**config.mk**
```make
export PLATFORM = sky130hd
export DESIGN_NAME = dsp_adpcm_decoder_flat
export DESIGN_NICKNAME = d
export VERILOG_FILES = /design/src/rtl/core/adpcm_pkg.sv /design/src/rtl/core/adpcm_if.sv /design/src/rtl/core/adpcm_mac.sv /design/src/rtl/core/dsp_adpcm_decoder.sv /design/src/flat_wrapper.sv
export VERILOG_INCLUDE_DIRS = /design/src /design/src/rtl/core
export SDC_FILE = /design/constraint.sdc
export NUM_CORES = 2
export LEC_CHECK = 0
export BUFFER_PORTS_ARGS = -buffer_cell sky130_fd_sc_hd__buf_2
export CAP_MARGIN = 20
export CORE_UTILIZATION = 40
export CTS_CLUSTER_SIZE = 20
export DETAILED_ROUTE_END_ITERATION = 7
export HOLD_SLACK_MARGIN = 0.05
export SETUP_SLACK_MARGIN = 0.05
export SLEW_MARGIN = 20
export SYNTH_ARGS = -nofsm -noshare
export SYNTH_HDL_FRONTEND = slang
export SYNTH_SLANG_ARGS = --single-unit
export TNS_END_PERCENT = 50
```
**constraint.sdc**
```tcl
create_clock -name clk -period 25 [get_ports clk]
set_input_delay 1.25 -clock clk [delete_from_list [all_inputs] [get_ports clk]]
set_output_delay 1.25 -clock clk [all_outputs]
set_load 0.02 [all_outputs]
```
**src/rtl/core/dsp_adpcm_decoder_assert.svh**
```systemverilog
// ----------------------------------------------------------------------------
// ADPCM decoder assertion macros
// Shorthands for clocked implication checks with reset disable.
// ----------------------------------------------------------------------------
`ifndef DSP_ADPCM_DECODER_ASSERT_SVH
`define DSP_ADPCM_DECODER_ASSERT_SVH

// Same-cycle implication on clk, off while arst_n is low.
`define ADPCM_ASSERT_NOW(label, ante, cons) \
	label: assert property (@(posedge clk) disable iff (!arst_n) (ante) |-> (cons)) \
		else $error("adpcm check failed");

// Next-cycle implication on clk, off while arst_n is low.
`define ADPCM_ASSERT_NEXT(label, ante, cons) \
	label: assert property (@(posedge clk) disable iff (!arst_n) (ante) |=> (cons)) \
		else $error("adpcm check failed");

`endif

```
**src/rtl/core/adpcm_pkg.sv**
```systemverilog
// ----------------------------------------------------------------------------
// ADPCM decoder package
// Shared constants, types and helper functions of the ADPCM decoder.
// ----------------------------------------------------------------------------
package adpcm_pkg;

	localparam int SAMPLE_COUNT_BITS_DEF = 32;
	localparam int CFG_DATA_W            = 64;
	localparam int CFG_INDEX_W           = 3;
	localparam int COEF_W                = 16;
	localparam int PCM_W                 = 16;
	localparam int NIB_W                 = 4;
	localparam int EXP_W                 = 4;
	localparam int PAIR_W                = 3;
	localparam int FPOS_W                = 3;
	localparam int FRAC_BITS             = 11;
	localparam int ACC_W                 = 34;
	localparam int Q_W                   = ACC_W - FRAC_BITS;
	localparam int ROUND_BIAS            = 1024;
	localparam int PCM_MAX               = 32767;
	localparam int PCM_MIN               = -32768;
	localparam int BANK_COUNT            = 4;

	typedef enum logic [CFG_INDEX_W-1:0] {
		REG_COEF_A       = 3'd0,
		REG_COEF_B       = 3'd1,
		REG_COEF_C       = 3'd2,
		REG_COEF_D       = 3'd3,
		REG_SAMPLE_COUNT = 3'd4
	} reg_index_t;

	typedef enum logic [1:0] {
		MAC_HOLD,
		MAC_LOAD,
		MAC_ACC
	} mac_op_t;

	typedef struct packed {
		mac_op_t                  op;
		logic signed [NIB_W-1:0]  nibble;
		logic        [EXP_W-1:0]  exponent;
	} mac_ctrl_t;

	// Floor-shift the accumulator by the fraction bits and clamp to 16 bits.
	function automatic logic signed [PCM_W-1:0] sat_pcm(input logic signed [ACC_W-1:0] acc);
		logic signed [Q_W-1:0] q;
		q = acc[ACC_W-1:FRAC_BITS];
		if (q > Q_W'(PCM_MAX))
			return PCM_W'(PCM_MAX);
		else if (q < Q_W'(PCM_MIN))
			return PCM_W'(PCM_MIN);
		else
			return q[PCM_W-1:0];
	endfunction

endpackage

```
**src/rtl/core/adpcm_if.sv**
```systemverilog
// ----------------------------------------------------------------------------
// ADPCM decoder channels
// Valid/ready channels for stream bytes in and PCM samples out.
// ----------------------------------------------------------------------------
interface adpcm_byte_if;
	logic       valid;
	logic       ready;
	logic [7:0] data_byte;
	logic       stream_start;

	modport source (output valid, output data_byte, output stream_start, input ready);
	modport sink   (input valid, input data_byte, input stream_start, output ready);
endinterface

interface adpcm_pcm_if;
	logic                               valid;
	logic                               ready;
	logic signed [adpcm_pkg::PCM_W-1:0] pcm_sample;
	logic                               final_sample;

	modport source (output valid, output pcm_sample, output final_sample, input ready);
	modport sink   (input valid, input pcm_sample, input final_sample, output ready);
endinterface

```
**src/rtl/core/adpcm_mac.sv**
```systemverilog
// ----------------------------------------------------------------------------
// ADPCM multiply-accumulate unit
// Shared 16x16 signed multiplier with a wide accumulator; loads the scaled
// nibble term, then adds a coefficient-history product per cycle in MAC_ACC.
// ----------------------------------------------------------------------------
module adpcm_mac (
	input  logic                                  clk,
	input  adpcm_pkg::mac_ctrl_t                  ctrl,
	input  logic signed [adpcm_pkg::COEF_W-1:0]   coef,
	input  logic signed [adpcm_pkg::PCM_W-1:0]    hist,
	output logic signed [adpcm_pkg::ACC_W-1:0]    acc
);

	logic signed [adpcm_pkg::ACC_W-1:0]                 acc_q;
	logic signed [adpcm_pkg::COEF_W+adpcm_pkg::PCM_W-1:0] prod;
	logic signed [adpcm_pkg::ACC_W-1:0]                 prod_ext;
	logic signed [adpcm_pkg::ACC_W-1:0]                 load_val;

	assign prod     = coef * hist;
	assign prod_ext = adpcm_pkg::ACC_W'(prod);
	// (nibble << exponent) << 11, plus the rounding bias
	assign load_val = ((adpcm_pkg::ACC_W'(ctrl.nibble) <<< ctrl.exponent)
		<<< adpcm_pkg::FRAC_BITS) + adpcm_pkg::ACC_W'(adpcm_pkg::ROUND_BIAS);

	always_ff @(posedge clk) begin
		case (ctrl.op)
			adpcm_pkg::MAC_LOAD: acc_q <= load_val;
			adpcm_pkg::MAC_ACC:  acc_q <= acc_q + prod_ext;
			default:             acc_q <= acc_q;
		endcase
	end

	assign acc = acc_q;

endmodule

```
**src/rtl/core/dsp_adpcm_decoder.sv**
```systemverilog
// ----------------------------------------------------------------------------
// DSP ADPCM decoder
// One-channel 4-bit DSP ADPCM decoder built around a shared multiplier.
// ----------------------------------------------------------------------------
// Takes one stream byte per item and gives 16-bit PCM samples. Frames are
// eight bytes: a header (low nibble = scale exponent, bits 6:4 = coefficient
// pair) and seven data bytes of two signed nibbles each, high nibble first.
// Each sample is sat16((((n << exp) << 11) + c1*h1 + c2*h2 + 1024) >>> 11),
// computed on one multiply-accumulate unit in four steps: load the scaled
// nibble, add c1*h1, add c2*h2, then clamp and write the output register.
// A header byte sets the exponent and pair; a data byte runs the four
// steps once per sample, for one sample only when the count runs out after
// its first; the last step waits while the output register is still full.
// stream_start clears history, the sample counter and the frame position
// before its byte is handled. Once sample_count samples have gone out,
// bytes are dropped until the next stream_start; the last sample carries
// final_sample. Write the coefficient banks and sample_count only while the
// block is idle.
// ----------------------------------------------------------------------------
`include "dsp_adpcm_decoder_assert.svh"

module dsp_adpcm_decoder #(
	parameter int SAMPLE_COUNT_BITS = adpcm_pkg::SAMPLE_COUNT_BITS_DEF
) (
	input  logic                                clk,
	input  logic                                arst_n,
	input  logic                                cfg_we,
	input  logic [adpcm_pkg::CFG_INDEX_W-1:0]   cfg_index,
	input  logic [adpcm_pkg::CFG_DATA_W-1:0]    cfg_data,
	adpcm_byte_if.sink                          stream,
	adpcm_pcm_if.source                         pcm
);

	typedef enum logic [2:0] {
		ST_IDLE,
		ST_LOAD,
		ST_MAC1,
		ST_MAC2,
		ST_DONE
	} state_t;

	state_t                                    state_q;

	// configuration
	logic [adpcm_pkg::CFG_DATA_W-1:0]          coef_q [adpcm_pkg::BANK_COUNT];
	logic [SAMPLE_COUNT_BITS-1:0]              count_q;

	// decoder state
	logic signed [adpcm_pkg::PCM_W-1:0]        hist1_q;
	logic signed [adpcm_pkg::PCM_W-1:0]        hist2_q;
	logic [adpcm_pkg::EXP_W-1:0]               exp_q;
	logic [adpcm_pkg::PAIR_W-1:0]              pair_q;
	logic [adpcm_pkg::FPOS_W-1:0]              fpos_q;
	logic [SAMPLE_COUNT_BITS-1:0]              done_q;
	logic [7:0]                                byte_q;
	logic                                      half_q;

	// output register
	logic                                      out_valid_q;
	logic signed [adpcm_pkg::PCM_W-1:0]        out_sample_q;
	logic                                      out_final_q;

	logic [adpcm_pkg::CFG_DATA_W-1:0]          bank;
	logic signed [adpcm_pkg::COEF_W-1:0]       c1;
	logic signed [adpcm_pkg::COEF_W-1:0]       c2;
	logic signed [adpcm_pkg::COEF_W-1:0]       mac_coef;
	logic signed [adpcm_pkg::PCM_W-1:0]        mac_hist;
	logic signed [adpcm_pkg::ACC_W-1:0]        acc;
	logic signed [adpcm_pkg::PCM_W-1:0]        sample;
	adpcm_pkg::mac_ctrl_t                      mac_ctrl;
	logic                                      in_take;
	logic                                      out_load;
	logic [SAMPLE_COUNT_BITS-1:0]              done_eff;
	logic [SAMPLE_COUNT_BITS-1:0]              done_next;
	logic [adpcm_pkg::FPOS_W-1:0]              fpos_eff;

	// ------------------------------------------------------------------
	// Coefficient pair select: bank by pair[2:1], half of it by pair[0]
	// ------------------------------------------------------------------
	assign bank = coef_q[pair_q[2:1]];
	assign c1   = pair_q[0] ? bank[31:16] : bank[63:48];
	assign c2   = pair_q[0] ? bank[15:0]  : bank[47:32];

	// ------------------------------------------------------------------
	// Shared multiply-accumulate unit and its step control
	// ------------------------------------------------------------------
	always_comb begin
		mac_ctrl.nibble   = half_q ? byte_q[3:0] : byte_q[7:4];
		mac_ctrl.exponent = exp_q;
		unique case (state_q)
			ST_LOAD:          mac_ctrl.op = adpcm_pkg::MAC_LOAD;
			ST_MAC1, ST_MAC2: mac_ctrl.op = adpcm_pkg::MAC_ACC;
			default:          mac_ctrl.op = adpcm_pkg::MAC_HOLD;
		endcase
		mac_coef = (state_q == ST_MAC2) ? c2 : c1;
		mac_hist = (state_q == ST_MAC2) ? hist2_q : hist1_q;
	end

	adpcm_mac u_mac (
		.clk  (clk),
		.ctrl (mac_ctrl),
		.coef (mac_coef),
		.hist (mac_hist),
		.acc  (acc)
	);

	assign sample = adpcm_pkg::sat_pcm(acc);

	// ------------------------------------------------------------------
	// Handshakes
	// ------------------------------------------------------------------
	assign stream.ready     = (state_q == ST_IDLE);
	assign in_take          = stream.valid && stream.ready;
	// a finished sample waits in ST_DONE until the output register frees up
	assign out_load         = (state_q == ST_DONE) && (!out_valid_q || pcm.ready);

	assign pcm.valid        = out_valid_q;
	assign pcm.pcm_sample   = out_sample_q;
	assign pcm.final_sample = out_final_q;

	// stream start clears the counter and frame position before the byte is seen
	assign done_eff  = stream.stream_start ? '0 : done_q;
	assign fpos_eff  = stream.stream_start ? '0 : fpos_q;
	assign done_next = done_q + SAMPLE_COUNT_BITS'(1);

	// ------------------------------------------------------------------
	// Configuration writes; unknown indexes drop
	// ------------------------------------------------------------------
	always_ff @(posedge clk or negedge arst_n) begin
		if (!arst_n) begin
			for (int i = 0; i < adpcm_pkg::BANK_COUNT; i++)
				coef_q[i] <= '0;
			count_q <= '0;
		end else if (cfg_we) begin
			unique case (cfg_index) inside
				adpcm_pkg::REG_COEF_A, adpcm_pkg::REG_COEF_B,
				adpcm_pkg::REG_COEF_C, adpcm_pkg::REG_COEF_D: begin
					coef_q[cfg_index[1:0]] <= cfg_data;
				end
				adpcm_pkg::REG_SAMPLE_COUNT: begin
					count_q <= cfg_data[SAMPLE_COUNT_BITS-1:0];
				end
				default: begin
				end
			endcase
		end
	end

	// ------------------------------------------------------------------
	// Sequencer, decoder state and output register
	// ------------------------------------------------------------------
	always_ff @(posedge clk or negedge arst_n) begin
		if (!arst_n) begin
			state_q      <= ST_IDLE;
			hist1_q      <= '0;
			hist2_q      <= '0;
			exp_q        <= '0;
			pair_q       <= '0;
			fpos_q       <= '0;
			done_q       <= '0;
			byte_q       <= '0;
			half_q       <= 1'b0;
			out_valid_q  <= 1'b0;
			out_sample_q <= '0;
			out_final_q  <= 1'b0;
		end else begin
			// drop the output item once taken, unless a new one replaces it
			if (pcm.ready && !out_load)
				out_valid_q <= 1'b0;

			unique case (state_q)
				ST_IDLE: begin
					if (in_take) begin
						if (stream.stream_start) begin
							hist1_q <= '0;
							hist2_q <= '0;
							done_q  <= '0;
						end
						if (done_eff < count_q) begin
							if (fpos_eff == '0) begin
								exp_q  <= stream.data_byte[3:0];
								pair_q <= stream.data_byte[6:4];
								fpos_q <= adpcm_pkg::FPOS_W'(1);
							end else begin
								byte_q  <= stream.data_byte;
								half_q  <= 1'b0;
								state_q <= ST_LOAD;
							end
						end else if (stream.stream_start) begin
							fpos_q <= '0;
						end
					end
				end
				ST_LOAD: begin
					state_q <= ST_MAC1;
				end
				ST_MAC1: begin
					state_q <= ST_MAC2;
				end
				ST_MAC2: begin
					state_q <= ST_DONE;
				end
				ST_DONE: begin
					if (out_load) begin
						out_valid_q  <= 1'b1;
						out_sample_q <= sample;
						out_final_q  <= (done_next == count_q);
						hist2_q      <= hist1_q;
						hist1_q      <= sample;
						done_q       <= done_next;
						// second nibble only if the count still allows it
						if (!half_q && (done_next != count_q)) begin
							half_q  <= 1'b1;
							state_q <= ST_LOAD;
						end else begin
							fpos_q  <= fpos_q + adpcm_pkg::FPOS_W'(1);
							state_q <= ST_IDLE;
						end
					end
				end
				default: begin
					state_q <= ST_IDLE;
				end
			endcase
		end
	end

	// ------------------------------------------------------------------
	// Checks
	// ------------------------------------------------------------------
	// a sample is only produced while the count has room for it
	`ADPCM_ASSERT_NOW(a_sample_within_count, out_load, done_q < count_q)
	// the history shifts by one on every produced sample
	`ADPCM_ASSERT_NEXT(a_history_shift, out_load, hist2_q == $past(hist1_q))
	// a new byte is never taken while a byte is still being decoded
	`ADPCM_ASSERT_NOW(a_take_on_first_half, in_take && (state_q != ST_IDLE), 1'b0)

endmodule
```
**src/flat_wrapper.sv**
```systemverilog
// flat-port wrapper written by rule: the top's interface ports become plain ports
module dsp_adpcm_decoder_flat 
#(
	parameter int SAMPLE_COUNT_BITS = adpcm_pkg::SAMPLE_COUNT_BITS_DEF
)
  (clk, arst_n, cfg_we, cfg_index, cfg_data, stream_valid, stream_data_byte, stream_stream_start, stream_ready, pcm_valid, pcm_pcm_sample, pcm_final_sample, pcm_ready);
  adpcm_byte_if stream_i ();
  adpcm_pcm_if pcm_i ();
  input  logic clk;
  input  logic arst_n;
  input  logic cfg_we;
  input  logic [adpcm_pkg::CFG_INDEX_W-1:0] cfg_index;
  input  logic [adpcm_pkg::CFG_DATA_W-1:0] cfg_data;
  input wire logic [$bits(stream_i.valid)-1:0] stream_valid;
  input wire logic [$bits(stream_i.data_byte)-1:0] stream_data_byte;
  input wire logic [$bits(stream_i.stream_start)-1:0] stream_stream_start;
  output wire logic [$bits(stream_i.ready)-1:0] stream_ready;
  output wire logic [$bits(pcm_i.valid)-1:0] pcm_valid;
  output wire logic [$bits(pcm_i.pcm_sample)-1:0] pcm_pcm_sample;
  output wire logic [$bits(pcm_i.final_sample)-1:0] pcm_final_sample;
  input wire logic [$bits(pcm_i.ready)-1:0] pcm_ready;
  assign stream_i.valid = stream_valid;
  assign stream_i.data_byte = stream_data_byte;
  assign stream_i.stream_start = stream_stream_start;
  assign stream_ready = stream_i.ready;
  assign pcm_valid = pcm_i.valid;
  assign pcm_pcm_sample = pcm_i.pcm_sample;
  assign pcm_final_sample = pcm_i.final_sample;
  assign pcm_i.ready = pcm_ready;
  dsp_adpcm_decoder #(.SAMPLE_COUNT_BITS(SAMPLE_COUNT_BITS)) u_core (.clk(clk), .arst_n(arst_n), .cfg_we(cfg_we), .cfg_index(cfg_index), .cfg_data(cfg_data), .stream(stream_i), .pcm(pcm_i));
endmodule
```
# Word-level counts from Yosys, hierarchy flattened

Cells that the tools add are included.

Bits in registers: 426
Input bits: 81
Output and inout bits: 19

Add/sub/neg operators: 4
$mul: 1
$lt $le $gt $ge: 6
Equality and inequality tests: 20
Shifts and indexed selects: 1
Mux-type cells: 47
Bitwise operators: 3
Reductions and logical operators: 26

Operator list:

| kind                                                         | number |
|---|---|
| bitwise mux 256 bit                                          | 1 |
| two-way mux 64 bit                                           | 3 |
| two-way mux 16 bit                                           | 10 |
| binary-select mux 64 bit (select 2 bit)                      | 1 |
| demux 64 bit (select 2 bit)                                  | 1 |
| two-way mux 32 bit                                           | 3 |
| one-hot mux 34 bit (2 select lines)                          | 1 |
| one-hot mux 16 bit (2 select lines)                          | 2 |
| one-hot mux 32 bit (2 select lines)                          | 1 |
| adder 34 x 12 -> 34 bit, second input constant               | 1 |
| adder 34 x 32 -> 34 bit                                      | 1 |
| adder 32 x 1 -> 32 bit, second input constant                | 1 |
| == test 32 bit                                               | 1 |
| less-than comparator 32 bit                                  | 1 |
| multiplier 16 x 16 -> 32 bit                                 | 1 |
| inequality test 32 bit                                       | 1 |
| two-way mux 3 bit                                            | 10 |
| > comparator 23 x 16 -> 1 bit, second input constant         | 1 |
| less-than comparator 23 x 16 -> 1 bit, second input constant | 1 |
| <<< shifter 4 x 4 -> 23 bit                                  | 1 |
| AND reduction 4 bit                                          | 4 |
| one-hot mux 3 bit (5 select lines)                           | 1 |
| == test 3 x 2 -> 1 bit, second input constant                | 4 |
| inequality test 2 bit, second input constant                 | 6 |
| other kinds (27)                                             | 50 |

# Longest topological paths before layout

Depth in word-level cells: 9
Mapped depth: 32

# Modules after synthesis

A second synthesis with hierarchy kept.

Cells, all modules: 2,891
Area, all modules: 32,193.4 um2

Modules (own cells, without submodules):

| module            | instances | cells each | area each (um2) | sequential area each (um2) |
|---|---|---|---|---|
| dsp_adpcm_decoder | 1         | 1,514      | 19,281.0        | 9,809.4 |
| adpcm_mac         | 1         | 1,377      | 12,912.4        | 1,021.0 |

# Least setup slack after synthesis

Ideal clock, no wire load.

Path kind: flip-flop to flip-flop
Start point: reg u_core.state_q[2]
End point: reg u_core.u_mac.acc_q (netlist bit u_core.u_mac.acc[29]) (data pin)
Data arrival time: 7.746 ns
Required time: 24.741 ns
Slack: 16.995 ns
Stages on the path, launching flop included: 30
Buffers on the path: 5
Cells stage by stage: dfrtp_1 clkbuf_1 nor2b_1 nand2_1 clkbuf_1 clkbuf_1 buf_1 nand2_1 nand2_1 clkbuf_1 nand2_1 fa_1 inv_1 fa_1 inv_1 fa_1 inv_1 fa_1 fa_1 inv_1 fa_1 inv_1 ha_1 a21o_1 or4_1 a211oi_1 nor4_1 nor2_1 o21ai_0 a211o_1

Longest elaborated chain between the ends: 5
Elaborated cells on any way between the ends: 12

Ends and longest elaborated chain:

| what                                                                                      | line                                                                      | source |
|---|---|---|
| start: declaration                                                                        | dsp_adpcm_decoder.sv:42                                                   | `state_t state_q;` |
| start signal: assignment                                                                  | dsp_adpcm_decoder.sv:154                                                  | `state_q <= ST_IDLE;` |
| start signal: assignment                                                                  | dsp_adpcm_decoder.sv:187                                                  | `state_q <= ST_LOAD;` |
| start signal: assignment                                                                  | dsp_adpcm_decoder.sv:195                                                  | `state_q <= ST_MAC1;` |
| == test 3 x 2 -> 1 bit (on tied branches)                                                 | dsp_adpcm_decoder.sv:90, dsp_adpcm_decoder.sv:95, dsp_adpcm_decoder.sv:96 |  |
| two-way mux 16 bit (tied with other cells)                                                | dsp_adpcm_decoder.sv:95                                                   | `mac_coef = (state_q == ST_MAC2) ? c2 : c1;` |
| multiplier 16 x 16 -> 32 bit / one-hot mux 2 bit (2 select lines) (equally long branches) | adpcm_mac.sv:19, dsp_adpcm_decoder.sv:90                                  |  |
| adder 34 x 32 -> 34 bit (tied with other cells)                                           | adpcm_mac.sv:28                                                           | `adpcm_pkg::MAC_ACC: acc_q <= acc_q + prod_ext;` |
| one-hot mux 34 bit (2 select lines) (*)                                                   | adpcm_mac.sv:26                                                           | `case (ctrl.op)` |
| end signal: assignment                                                                    | adpcm_mac.sv:27                                                           | `adpcm_pkg::MAC_LOAD: acc_q <= load_val;` |
| end signal: assignment                                                                    | adpcm_mac.sv:28                                                           |  |
| end signal: assignment                                                                    | adpcm_mac.sv:29                                                           | `default: acc_q <= acc_q;` |
| end: declaration                                                                          | adpcm_mac.sv:14                                                           | `logic signed [adpcm_pkg::ACC_W-1:0] acc_q;` |

Mark *: on every way between the ends. The rest lies on a longest branch, timed or not.
A chain may end at the register's enable or synchronous reset.

# Worst setup path in the final report

Start point: reg u_core.pair_q[1] (netlist bit)
End point: reg u_core.u_mac.acc_q (netlist bit u_core.u_mac.acc[29]) (data pin)

Longest elaborated chain between the ends: 9
Elaborated cells on any way between the ends: 10

Ends and longest elaborated chain:

| what                                                       | line                                             | source |
|---|---|---|
| start: declaration                                         | dsp_adpcm_decoder.sv:52                          | `logic [adpcm_pkg::PAIR_W-1:0] pair_q;` |
| start signal: assignment                                   | dsp_adpcm_decoder.sv:182                         | `pair_q <= stream.data_byte[6:4];` |
| inverter 2 -> 3 bit (implied by the code) (*)              | dsp_adpcm_decoder.sv:80                          | `assign bank = coef_q[pair_q[2:1]];` |
| binary-select mux 64 bit (select 2 bit) (*)                | dsp_adpcm_decoder.sv:80                          |  |
| two-way mux 64 bit (implied by the code) (*) (2 in series) | dsp_adpcm_decoder.sv:80                          |  |
| two-way mux 16 bit (on tied branches)                      | dsp_adpcm_decoder.sv:81, dsp_adpcm_decoder.sv:82 |  |
| two-way mux 16 bit (*)                                     | dsp_adpcm_decoder.sv:95                          |  |
| multiplier 16 x 16 -> 32 bit (*)                           | adpcm_mac.sv:19                                  | `assign prod = coef * hist;` |
| adder 34 x 32 -> 34 bit (*)                                | adpcm_mac.sv:28                                  |  |
| one-hot mux 34 bit (2 select lines) (*)                    | adpcm_mac.sv:26                                  |  |

Mark *: on every way between the ends. The rest lies on a longest branch, timed or not. The select of a mux whose other input is x is not followed.

==> results.json <==
{
  "design_area_um2": 35450,
  "crit_type": "reg -> reg",
  "crit_path_max_incr_delay_ns": 0.77,
  "worst_ep_arrival_time_ns": 9.36,
  "first_global_vias": 22670,
  "hold_class": "reg -> reg",
  "wl_met1_um": 37460,
  "final-max-slew-violation-count": 0,
  "clock_skew_ns": 0.05060,
  "hold_buffers": 0,
  "synth_top_area_share": 0.3052,
  "fmax_mhz": 111.1,
  "clkTransAtPathRegs_ns": 0.07,
  "area_growth_pct": 10.29,
  "cp.required_ns": 25.36,
  "viasPerCell": 5.282,
  "clock_latency_ns": 0.63,
  "relSlewSlack": 0.2983,
  "synth_fp_nets": 3463,
  "rsz0062_at_grt": "false",
  "slowest_stage": "buf_4",
  "tightest_slew_ns": 1.052,
  "root_buffer": "clkbuf_16",
  "start_kind": "flop",
  "wl_um": 83520,
  "num_rows": 103,
  "cts_buffer_depth": 3,
  "critPathMaxFanout": 43,
  "synth-async-reset-ratio": 0.9202,
  "core-area_um2": 79260,
  "num_vias": 21490,
  "chipWidth_um": 285.5,
  "layout_commonest_cell": "dfrtp_1",
  "fin_nets": 3498,
  "synth_edf_count": 34,
  "port-buffer-count": 99,
  "ys_seq_elements": 426,
  "gp_congestion": 0.8666,
  "hold_viol": 0,
  "htree_levels": 2,
  "die_y_um": 285.5,
  "start_util": 0.4055,
  "track_usage": 0.2103,
  "ys.flop_type": "dfrtp_1",
  "cts_tree": "yes",
  "drive_gt1_frac": 0.1975,
  "hold_start": "u_core.pcm.pcm_sample[6]",
  "placed_cells": 3974,
  "gr-total-overflow": 0,
  "yosys-top-cells-area": "dfrtp_1, fa_1, mux2_2",
  "ys_warn_count": 0,
  "antenna_found_initial": 13,
  "min_period_over_period": 0.3601,
  "ant_nets": 0,
  "avgSynthCellArea_um2": 10.92,
  "cts_resized": 0,
  "finalNonFillerCells": 4069,
  "outcome": "finished, final reports clean",
  "drc_errors": 0,
  "dieArea_um2": 81490,
  "maxUsedRoutingLayer": "met5",
  "cts_setup_buffers": 0,
  "yosysSeqAreaShare": 0.3370,
  "layout_min_cycle_time_ns": 9.003,
  "synth_area_um2": 32140,
  "cts_buffers": 50,
  "path_common_cell": "fa_1",
  "numClockSinks": 426,
  "r2r-start": "u_core.pair_q[1]",
  "setup_viol": 0,
  "drtIter0Drc": 1257,
  "end_kind": "flop",
  "drt_pre_antenna_iters": 5,
  "dp_hpwl_um": 62260,
  "mostFrequentLayoutCells": "dfrtp_1, inv_1, fa_1, nand2_1, mux2_2",
  "place_area_um2": 33650,
  "grt_pass1_wl_um": 133400,
  "synth_cells": 2942,
  "synth_cell_types": 79,
  "avgRoutedWirePerCell_um": 20.53,
  "maxCapViolCount": 0,
  "synth_top_area_cell": "dfrtp_1",
  "grt_max_degree": 123,
  "final_util": 0.4472,
  "critPathLaunch": "u_core.pair_q[1]",
  "ios": 100,
  "wl_met3_um": 4888,
  "setup_tns_ns": 0,
  "wl_met2_um": 38700
}
==> stage by stage <==
stage,setup WS (ns),hold slack [ns]
4_1_cts,15.94,0.4768
3_3_place_gp,15.98,0.4554
3_5_place_dp,15.93,0.4638
5_1_grt,15.42,0.4880
6_report,16.00,0.4708
2_1_floorplan,16.99,0.4492
==> critical path, delay by kind of cell (launching register included) <==
kind                       cells  cell delay (ns)
AOI/OAI and AO/OA              5             1.77
DFF                            1             0.74
adders and majority gates      7             3.37
and+or+nand+nor                7             1.26
muxes                          1             0.59
buffers and inverters          5             0.97
==> cells in the mapped netlist, drive strengths merged, types with 6 or more instances <==
cell and n:
a211oi 14, xnor2 48, mux4 76, a21o 51, nor2b 81, o21bai 9, clkbuf 112, inv 377
o211ai 7, fa 305, o21ai 123, a21oi 58, edfxtp 34, nor2 155, and3 14, nor4 10
nand2b 18, dfrtp 392, nor3 39, nand2 305, buf 36, mux2i 30, mux2 272, or3 8
nand4 21, ha 135, and2 42, a31oi 8, o31ai 9, xor2 19, a22o 11, o21a 12
and4 6, nand3 39, or2 6
==> layout make-up <==
class	instances	area, µm²
Sequential cell	426	10840
Multi-Input combinational cell	1991	19350
Inverter	377	1415
Timing Repair Buffer	131	758.2
Tap cell	1050	1314
Fill cell	7505	43810
Antenna cell	2	5.005
Clock buffer	70	1458
Clock inverter	22	307.8
==> sequential cells by signal (all words and copies together) (netlist names) <==
register,count
u_core.pcm.valid,1
u_core.hist1_q,16
u_core.state_q,3
u_core.count_q,32
u_core.byte_q,8
u_core.done_q,32
u_core.coef_q,256
u_core.fpos_q,3
u_core.half_q,1
u_core.pcm.final_sample,1
u_core.exp_q,4
u_core.hist2_q,16
u_core.u_mac.acc,34
u_core.pcm.pcm_sample,16
u_core.pair_q,3
==> worst paths after layout <==
kind,endpoint,slack (ns),depth (start not counted)
min in group asynchronous,u_core.coef_q[74],0.66,1
min reg2reg,u_core.pcm.pcm_sample[6],0.47,1
min,u_core.pcm.pcm_sample[6],0.47,1
max in group asynchronous,u_core.fpos_q[0],21.91,3
max reg2reg,u_core.u_mac.acc[29],16.00,25
max,u_core.u_mac.acc[29],16.00,25
==> routing by layer <==
layer  track usage  vias up
met1        0.2901    10990
met5             0        -
met3       0.04059      133
met4       0.05963       20
met2        0.3377      477
li1              -     9874
==> kinds of logic after synthesis <==
group / share of synthesized area
XOR/XNOR: 0.01826
adder cells (fa/ha/maj): 0.2425
AND/OR/NAND/NOR: 0.1108
buffers and inverters: 0.06311
multiplexers: 0.1579
flip-flops: 0.3370
AO/OA/AOI/OAI: 0.07039
Power is not shown: default switching activity piles up to over one toggle a cycle in this logic, so the estimate is an artifact.
